### src/hdl/tcw_pkg.sv
// Shared types, constants and the controller state encoding for the text console writer.
// Used by tcw_ctrl, tcw_datapath and text_console_writer_unit; depends on nothing.
`timescale 1ns / 1ps

package tcw_pkg;

  localparam int COLS_DEF   = 80;
  localparam int ROWS_DEF   = 25;
  localparam int DEC_DIGITS = 10;

  localparam logic [7:0] ATTR_RESET   = 8'h0F;
  localparam logic [7:0] SPACE_CODE   = 8'h20;
  localparam logic [7:0] NEWLINE_CODE = 8'h0A;
  localparam logic [7:0] MINUS_CODE   = 8'h2D;
  localparam logic [7:0] ZERO_CODE    = 8'h30;

  // Reciprocal of ten: (n * RECIP_10) >> RECIP_SHIFT equals n / 10 for every 32-bit n.
  localparam logic [31:0] RECIP_10    = 32'hCCCC_CCCD;
  localparam int          RECIP_SHIFT = 35;

  typedef enum logic [1:0] {
    REQ_PUT_CHAR  = 2'd0,
    REQ_PUT_DEC   = 2'd1,
    REQ_READ_CELL = 2'd2,
    REQ_CLEAR     = 2'd3
  } tcw_req_t;

  typedef struct packed {
    tcw_req_t           req_type;
    logic [7:0]         char_code;
    logic signed [31:0] number;
    logic [10:0]        cell_index;
  } tcw_in_t;

  typedef struct packed {
    logic [15:0] read_data;
    logic [4:0]  cursor_row;
    logic [6:0]  cursor_col;
  } tcw_out_t;

  typedef enum logic [2:0] {
    ST_IDLE,
    ST_MUL,
    ST_REM,
    ST_PLACE,
    ST_WIPE,
    ST_READ,
    ST_RESP
  } tcw_state_t;

  typedef enum logic [1:0] {
    RET_IDLE,
    RET_PLACE,
    RET_RESP
  } tcw_ret_t;

  typedef struct packed {
    logic capture;
    logic div_mul;
    logic div_rem;
    logic place;
    logic wipe;
    logic read;
    logic respond;
  } tcw_cmd_t;

  typedef struct packed {
    logic need_wipe;
    logic last_char;
    logic wipe_last;
    logic conv_done;
  } tcw_status_t;

endpackage

### src/hdl/tcw_ctrl.sv
// Controller state machine of the text console writer.
// Depends on tcw_pkg; drives the datapath through tcw_cmd_t and reads tcw_status_t.
`timescale 1ns / 1ps

module tcw_ctrl (
  input  logic                  clk,
  input  logic                  rst_n,
  input  logic                  start,
  input  tcw_pkg::tcw_req_t     req,
  input  tcw_pkg::tcw_status_t  status,
  output tcw_pkg::tcw_cmd_t     cmd,
  output logic                  busy
);

  tcw_pkg::tcw_state_t state_r, state_nxt;
  tcw_pkg::tcw_ret_t   ret_r, ret_nxt;

  // After reset the screen store is swept before the first beat is taken.
  always_ff @(posedge clk) begin
    if (!rst_n) begin
      state_r <= tcw_pkg::ST_WIPE;
      ret_r   <= tcw_pkg::RET_IDLE;
    end else begin
      state_r <= state_nxt;
      ret_r   <= ret_nxt;
    end
  end

  always_comb begin
    state_nxt = state_r;
    ret_nxt   = ret_r;
    unique case (state_r)
      tcw_pkg::ST_IDLE: begin
        if (start) begin
          unique case (req)
            tcw_pkg::REQ_PUT_CHAR:  state_nxt = tcw_pkg::ST_PLACE;
            tcw_pkg::REQ_PUT_DEC:   state_nxt = tcw_pkg::ST_MUL;
            tcw_pkg::REQ_READ_CELL: state_nxt = tcw_pkg::ST_READ;
            tcw_pkg::REQ_CLEAR: begin
              state_nxt = tcw_pkg::ST_WIPE;
              ret_nxt   = tcw_pkg::RET_RESP;
            end
            default: state_nxt = tcw_pkg::ST_IDLE;
          endcase
        end
      end
      tcw_pkg::ST_MUL: state_nxt = tcw_pkg::ST_REM;
      tcw_pkg::ST_REM: begin
        state_nxt = status.conv_done ? tcw_pkg::ST_PLACE : tcw_pkg::ST_MUL;
      end
      tcw_pkg::ST_PLACE: begin
        if (status.need_wipe) begin
          state_nxt = tcw_pkg::ST_WIPE;
          ret_nxt   = tcw_pkg::RET_PLACE;
        end else if (status.last_char) begin
          state_nxt = tcw_pkg::ST_RESP;
        end
      end
      tcw_pkg::ST_WIPE: begin
        if (status.wipe_last) begin
          unique case (ret_r)
            tcw_pkg::RET_PLACE: state_nxt = tcw_pkg::ST_PLACE;
            tcw_pkg::RET_RESP:  state_nxt = tcw_pkg::ST_RESP;
            default:            state_nxt = tcw_pkg::ST_IDLE;
          endcase
        end
      end
      tcw_pkg::ST_READ: state_nxt = tcw_pkg::ST_RESP;
      tcw_pkg::ST_RESP: state_nxt = tcw_pkg::ST_IDLE;
      default:          state_nxt = tcw_pkg::ST_IDLE;
    endcase
  end

  always_comb begin
    cmd  = '0;
    busy = 1'b1;
    unique case (state_r)
      tcw_pkg::ST_IDLE: begin
        busy        = 1'b0;
        cmd.capture = start;
      end
      tcw_pkg::ST_MUL:   cmd.div_mul = 1'b1;
      tcw_pkg::ST_REM:   cmd.div_rem = 1'b1;
      tcw_pkg::ST_PLACE: cmd.place   = !status.need_wipe;
      tcw_pkg::ST_WIPE:  cmd.wipe    = 1'b1;
      tcw_pkg::ST_READ:  cmd.read    = 1'b1;
      tcw_pkg::ST_RESP:  cmd.respond = 1'b1;
      default:           busy        = 1'b1;
    endcase
  end

endmodule

### config.mk
export PLATFORM = sky130hd
export DESIGN_NAME = tcw_ctrl
export DESIGN_NICKNAME = d
export VERILOG_FILES = /design/src/hdl/tcw_pkg.sv /design/src/hdl/tcw_ctrl.sv
export SDC_FILE = /design/constraint.sdc
export NUM_CORES = 1
export LEC_CHECK = 0
export BUFFER_PORTS_ARGS = -buffer_cell sky130_fd_sc_hd__buf_4
export CAP_MARGIN = 20
export CORE_AREA = 8 8 45 47
export DETAILED_ROUTE_END_ITERATION = 7
export DIE_AREA = 0 0 53 55
export GPL_ROUTABILITY_DRIVEN = 0
export GPL_TIMING_DRIVEN = 0
export SLEW_MARGIN = 20
export SYNTH_ARGS = -nofsm -noshare
export SYNTH_HDL_FRONTEND = slang
export SYNTH_SLANG_ARGS = --single-unit
### constraint.sdc
create_clock -name clk -period 1.89 [get_ports clk]
set_clock_uncertainty 0.2 [all_clocks]
set_input_delay 0.189 -clock clk [delete_from_list [all_inputs] [get_ports clk]]
set_output_delay 0.189 -clock clk [all_outputs]
set_load 0.1 [all_outputs]
==> run metrics, run 1 <==
Internal Power between 0.2 and 0.3 mW; P_sw roughly 0.2 mW; Slew Limit Fails 0; final setup violation count 0; final setup TNS 0 ns; Post-synth EDFFs 0; total routed wirelength about 1100 um; Finished Cell Area ~600 um^2; post-route ant nets 0; Rel. slew slack 0.819; warning count from the yosys run 0; Mapped Cells between 40 and 50; top-area cell type share of the netlist area 0.252; Clk pwr share 0.260; Main synth FF type dfxtp_1; synth unique cells 32; Antenna diodes 0; crit path kind reg2out; vias in the first global route about 430; DR vias/cell approximately 5.0; Initial Util 0.288; Worst setup EP type output port; Slew @ Worst Pin roughly 0.27 ns; Syn Nets 60; IO Port Bufs 16; Hold Slack between 0.005 and 0.006 ns; post-synthesis mux area share 0; Mean Syn Cell Area approximately 8.1 um^2; Area growth syn-to-layout 48.7%; CP max FO 10; pin count of the biggest net entering global routing 11; Net Sw Frac 0.432; num ports 17; drt pass-1 iters 4; clock root cell clkbuf_4; top cells by area, synth dfxtp_1 25%, ha_1 6.3%, a32o_1 5.0%; largest family of logic cells by synthesized area simple AND/OR/NAND/NOR gates; core area ~1400 um^2; CTS max path bufs 2; global-route wire length before repair between 1500 and 2000 um; clock slew at the register clock pins of the worst setup and hold paths 0.04 ns; Seq pwr share 0.258; Post-Synth Adder-Cell Area 0.0629; TritonCTS clock tree done; Final period util 0.961; crit path time final ~1.8 ns; worst skew pair latency 0.24 ns; Final Hold Fails 0; area leader, netlist dfxtp_1; XOR/XNOR share of the synthesized area 0; placed instance area between 500 and 600 um^2; crit path DAT between 1 and 1.5 ns; Worst VDD drop 0.278 mV; antenna violations before repair 0; worst hold path type in2reg; drt wl/cell 12.5 um; clk sinks 5; FMAX 0.551 GHz; register area share after synthesis 0.252; startpoint types register; H-tree levels 1; die width around 53 um; Post-Syn Area 398 um^2; # rows 14; Die Span Y 55 um; Total GRT Usage 0.0798; Async S/R FF share, synth 0; Final Net Count ~80; leakage power around 0.28 nW; power share of the combinational group 0.482; layout cells sized above 1 0.435; max-cap violations 0; Synth Area in Simple Gates 0.318; status finished, final reports clean; Seq cells post-synth 5; TritonCTS buffer count 3; power density over cell area 774 nW/um^2; Required @ worst endpoint around 1.5 ns; Final Power between 0.4 and 0.5 mW; drt drc 0; Die Footprint roughly 2900 um^2; global route overflow 0; Initial DRC Count 3; Synth Area in Compound Gates 0.270; Final Util 0.428; Vias 423; RSZ-0062 raised after global routing no
-- state kept, by name, indices dropped and copies added (netlist names) --
signal / cells
state_r: 3
ret_r: 2
-- through the flow --
stage,setup WS (ns),instances
final,0.0744,85
after global placement,0.0870,81
after detailed placement,0.0807,81
after CTS,0.0161,85
after floorplan,-0.376,49
after global routing,0.00355,85
-- cells in the mapped netlist (2+ instances only) --
cell and n:
a32o_1 2, and2b_1 2, and3_1 2, dfxtp_1 5, ha_1 2, inv_1 3, nand2b_1 2, nor2_1 5
nor3_1 2, o21ai_1 2
-- cell usage in the layout, fill, tap and decap left out, types with 3 or more instances in the layout --
cell and count:
buf_6 3, buf_4 15, nor2_1 4, clkbuf_4 3
inv_1 3, dfxtp_1 4
-- per-layer routing --
layer,up-vias,GRT usage,share of wire
li1,219,-,-
met2,13,0.146,0.50
met4,0,0.0388,0
met5,-,0,0
met3,0,0.0241,0.11
met1,191,0.0805,0.39
-- cells by family after synthesis --
family                   Yosys count
AND/OR/NAND/NOR                   21
AO/OA/AOI/OAI                     14
buffers and inverters              7
flip-flops                         5
adder cells (fa/ha/maj)            2
-- path summary, 6_finish.rpt --
kind | startpoint | slack, ns | cells past startpoint | end
worst min-delay path | rst_n | 0.006 | 2 | state_r[2]
worst min register to register | ret_r[0] | 0.31 | 2 | ret_r[0]
worst max register to register | ret_r[0] | 0.11 | 5 | state_r[1]
worst max-delay path | state_r[2] | 0.07 | 4 | cmd[6]
-- repair_timing --
| item | 4_1_cts | 5_1_grt |
|---|---|---|
| hold buffers | 0 | 0 |
| endpoints found under the hold margin | 0 | 0 |
| setup buffers | 0 | 0 |
| gates resized for setup | 0 | 3 |
| setup endpoints to repair | 0 | 3 |
-- power by group through the flow --
| stage | logic (mW) | registers (mW) | clock network, mW |
|---|---|---|---|
| finish | 0.221 | 0.118 | 0.119 |
| CTS | 0.220 | 0.118 | 0.125 |
| global placement | 0.222 | 0.119 | 0 |
| floorplan | 0.171 | 0.118 | 0 |
| detailed placement | 0.220 | 0.120 | 0 |
| global route | 0.234 | 0.119 | 0.127 |
-- layout make-up --
class                           count  area (um^2)
Tap cell                           16         20.0
Buffer                              3         23.8
Inverter                            4         15.0
Fill cell                         140          792
Timing Repair Buffer               16          128
Multi-Input combinational cell     37          278
Clock buffer                        4         26.3
Sequential cell                     5          101
-- critical path, stage by stage (launching register included) --
cell and delay, ns:
dfxtp_1 0.33, buf_6 0.14, or3_4 0.40, nor2_4 0.09
buf_6 0.22
Note: power is estimated with default switching activity, not from simulation.
==> inputs of run 2 (changes only) <==
--- a/config.mk
+++ b/config.mk
@@ -6,5 +6,5 @@
 export NUM_CORES = 1
 export LEC_CHECK = 0
-export BUFFER_PORTS_ARGS = -buffer_cell sky130_fd_sc_hd__buf_4
+export BUFFER_PORTS_ARGS = -buffer_cell sky130_fd_sc_hd__buf_2
 export CAP_MARGIN = 20
 export CORE_AREA = 8 8 45 47
==> constraint.sdc (replaced) <==
create_clock -name clk -period 1.89 [get_ports clk]
set_clock_uncertainty 0.2 [all_clocks]
set_input_delay 0.0945 -clock clk [delete_from_list [all_inputs] [get_ports clk]]
set_output_delay 0.0945 -clock clk [all_outputs]
set_load 0.1 [all_outputs]
==> run metrics, run 2 (synthesis gave the netlist of run 1 again) <==
power density over cell area 780 nW/um^2; placed cell count 81; clock slew at the register clock pins of the worst setup and hold paths roughly 0.040 ns; Final Util 0.418; DR vias/cell 4.94; IO Port Bufs 16; die width about 53 um; RSZ-0062 raised after global routing no; Top Registers state_r x3, ret_r x2; clock root cell clkbuf_4; layout cells sized above 1 0.403; core area roughly 1400 um^2; drt wl/cell between 10 and 15 um; worst skew pair latency around 0.23 ns; max FFs per register 3; Min-Delay Startpoint status[0]; final setup violation count 0; Initial Util 0.288; clk sinks 5; vias in the first global route 446; Required @ worst endpoint 1.60 ns; Worst VDD drop around 0.29 mV; crit path time final ~1.8 ns; Worst setup EP type output port; CTS max path bufs 2; Final Net Count 84; pre-CTS setup slack between 0.1 and 0.15 ns; commonest non-fill, non-tap cell in the layout buf_2; startpoint types register; Die Span Y between 50 and 60 um; num ports 17; Hold Crit Depth 3; crit path DAT approximately 1.5 ns; final worst setup slack about 0.097 ns; Area growth syn-to-layout 45.3%; post-route ant nets 0; pin count of the biggest net entering global routing 11; worst hold path type in2reg; # rows 14; TritonCTS clock tree done; Initial DRC Count 3; status finished, final reports clean; CP max FO 10; antenna violations before repair 0; R2R Path Start ret_r[0]; Final period util 0.949; FMAX 0.558 GHz; Hold Path End state_r[1]; non-filler instance count after layout between 80 and 90; drt drc 0; crit path kind reg2out; R2R Path End state_r[1]; Worst R2R Path Depth 5; drt pass-1 iters 3; Final Hold Fails 0; leakage power 0.278 nW; Vias about 440; Total GRT Usage 0.0771; total routed wirelength between 1000 and 1500 um; Rel. slew slack 0.675; Slew Limit Fails 0; TritonCTS buffer count 3; max-cap violations 0; Die Footprint between 2000 and 3000 um^2; most frequent cells in the layout 15 x buf_2, 5 x dfxtp_1, 4 x nor2_1; register with the most flip-flops state_r; global-route wire length before repair 1750 um; global route overflow 0; Antenna diodes 0; reg2reg setup slack around 0.097 ns; H-tree levels 1; HPWL after detailed placement 889 um; Slew @ Worst Pin between 0.4 and 0.5 ns
==> run 2: changes by cell type in the layout (fill, tap and decap cells not counted) <==
cell	change
buf_6	-2
buf_2	+14
dlygate4sd3_1	+3
dfxtp_1	+1
buf_4	-12
dfxtp_2	-1
==> run 2: timing repair <==
action	CTS	global route
setup buffers	0	0
hold buffers	3	0
resized for setup	2	0
endpoints found under the setup margin	2	0
endpoints found under the hold margin	5	0
==> run 2: metrics by stage <==
stage                     cell area [um^2]  hold WS, ns  power (mW)  setup TNS [ns]
after CTS                              578       0.0278       0.457               0
after global placement                 517        0.146       0.327               0
after global routing                   578       0.0525       0.473               0
after floorplan                        417      -0.0247       0.289          -0.755
final                                  578       0.0304       0.451               0
after detailed placement               517        0.156       0.327               0
==> run 2: report_power, final <==
part	internal [mW]	switching [mW]
sequential	0.113	0.00500
clock	0.0796	0.0399
combinational	0.0589	0.155
==> run 2: metal layers <==
layer / track usage / wire length (um) / vias up
met1: 0.0731 / 461 / 195
met2: 0.154 / 557 / 15
met4: 0.0388 / 0 / 0
met3: 0.0134 / 106 / 0
met5: 0 / 0 / -
li1: - / - / 225
==> run 2: final cells by class <==
class | instances | area (um^2)
Inverter | 4 | 15.0
Buffer | 3 | 23.8
Multi-Input combinational cell | 37 | 278
Fill cell | 146 | 806
Tap cell | 16 | 20.0
Timing Repair Buffer | 19 | 115
Clock buffer | 4 | 26.3
Sequential cell | 5 | 100
==> run 2: worst max-delay path by stage <==
stage / from / slack, ns / cells past startpoint / endpoint
2_1_floorplan: state_r[1] / -0.28 / 3 / cmd[1]
3_3_place_gp: ret_r[0] / 0.09 / 5 / state_r[1]
3_5_place_dp: ret_r[0] / 0.11 / 5 / state_r[1]
4_1_cts: state_r[0] / 0.09 / 4 / cmd[3]
5_1_grt: state_r[0] / 0.01 / 4 / cmd[3]
6_report: state_r[0] / 0.1 / 4 / cmd[3]
==> run 2: worst max-delay path: stages (launching register included) <==
cell and delay (ns):
dfxtp_1 0.33, buf_2 0.22, and3b_1 0.24, and2b_2 0.17, buf_4 0.28
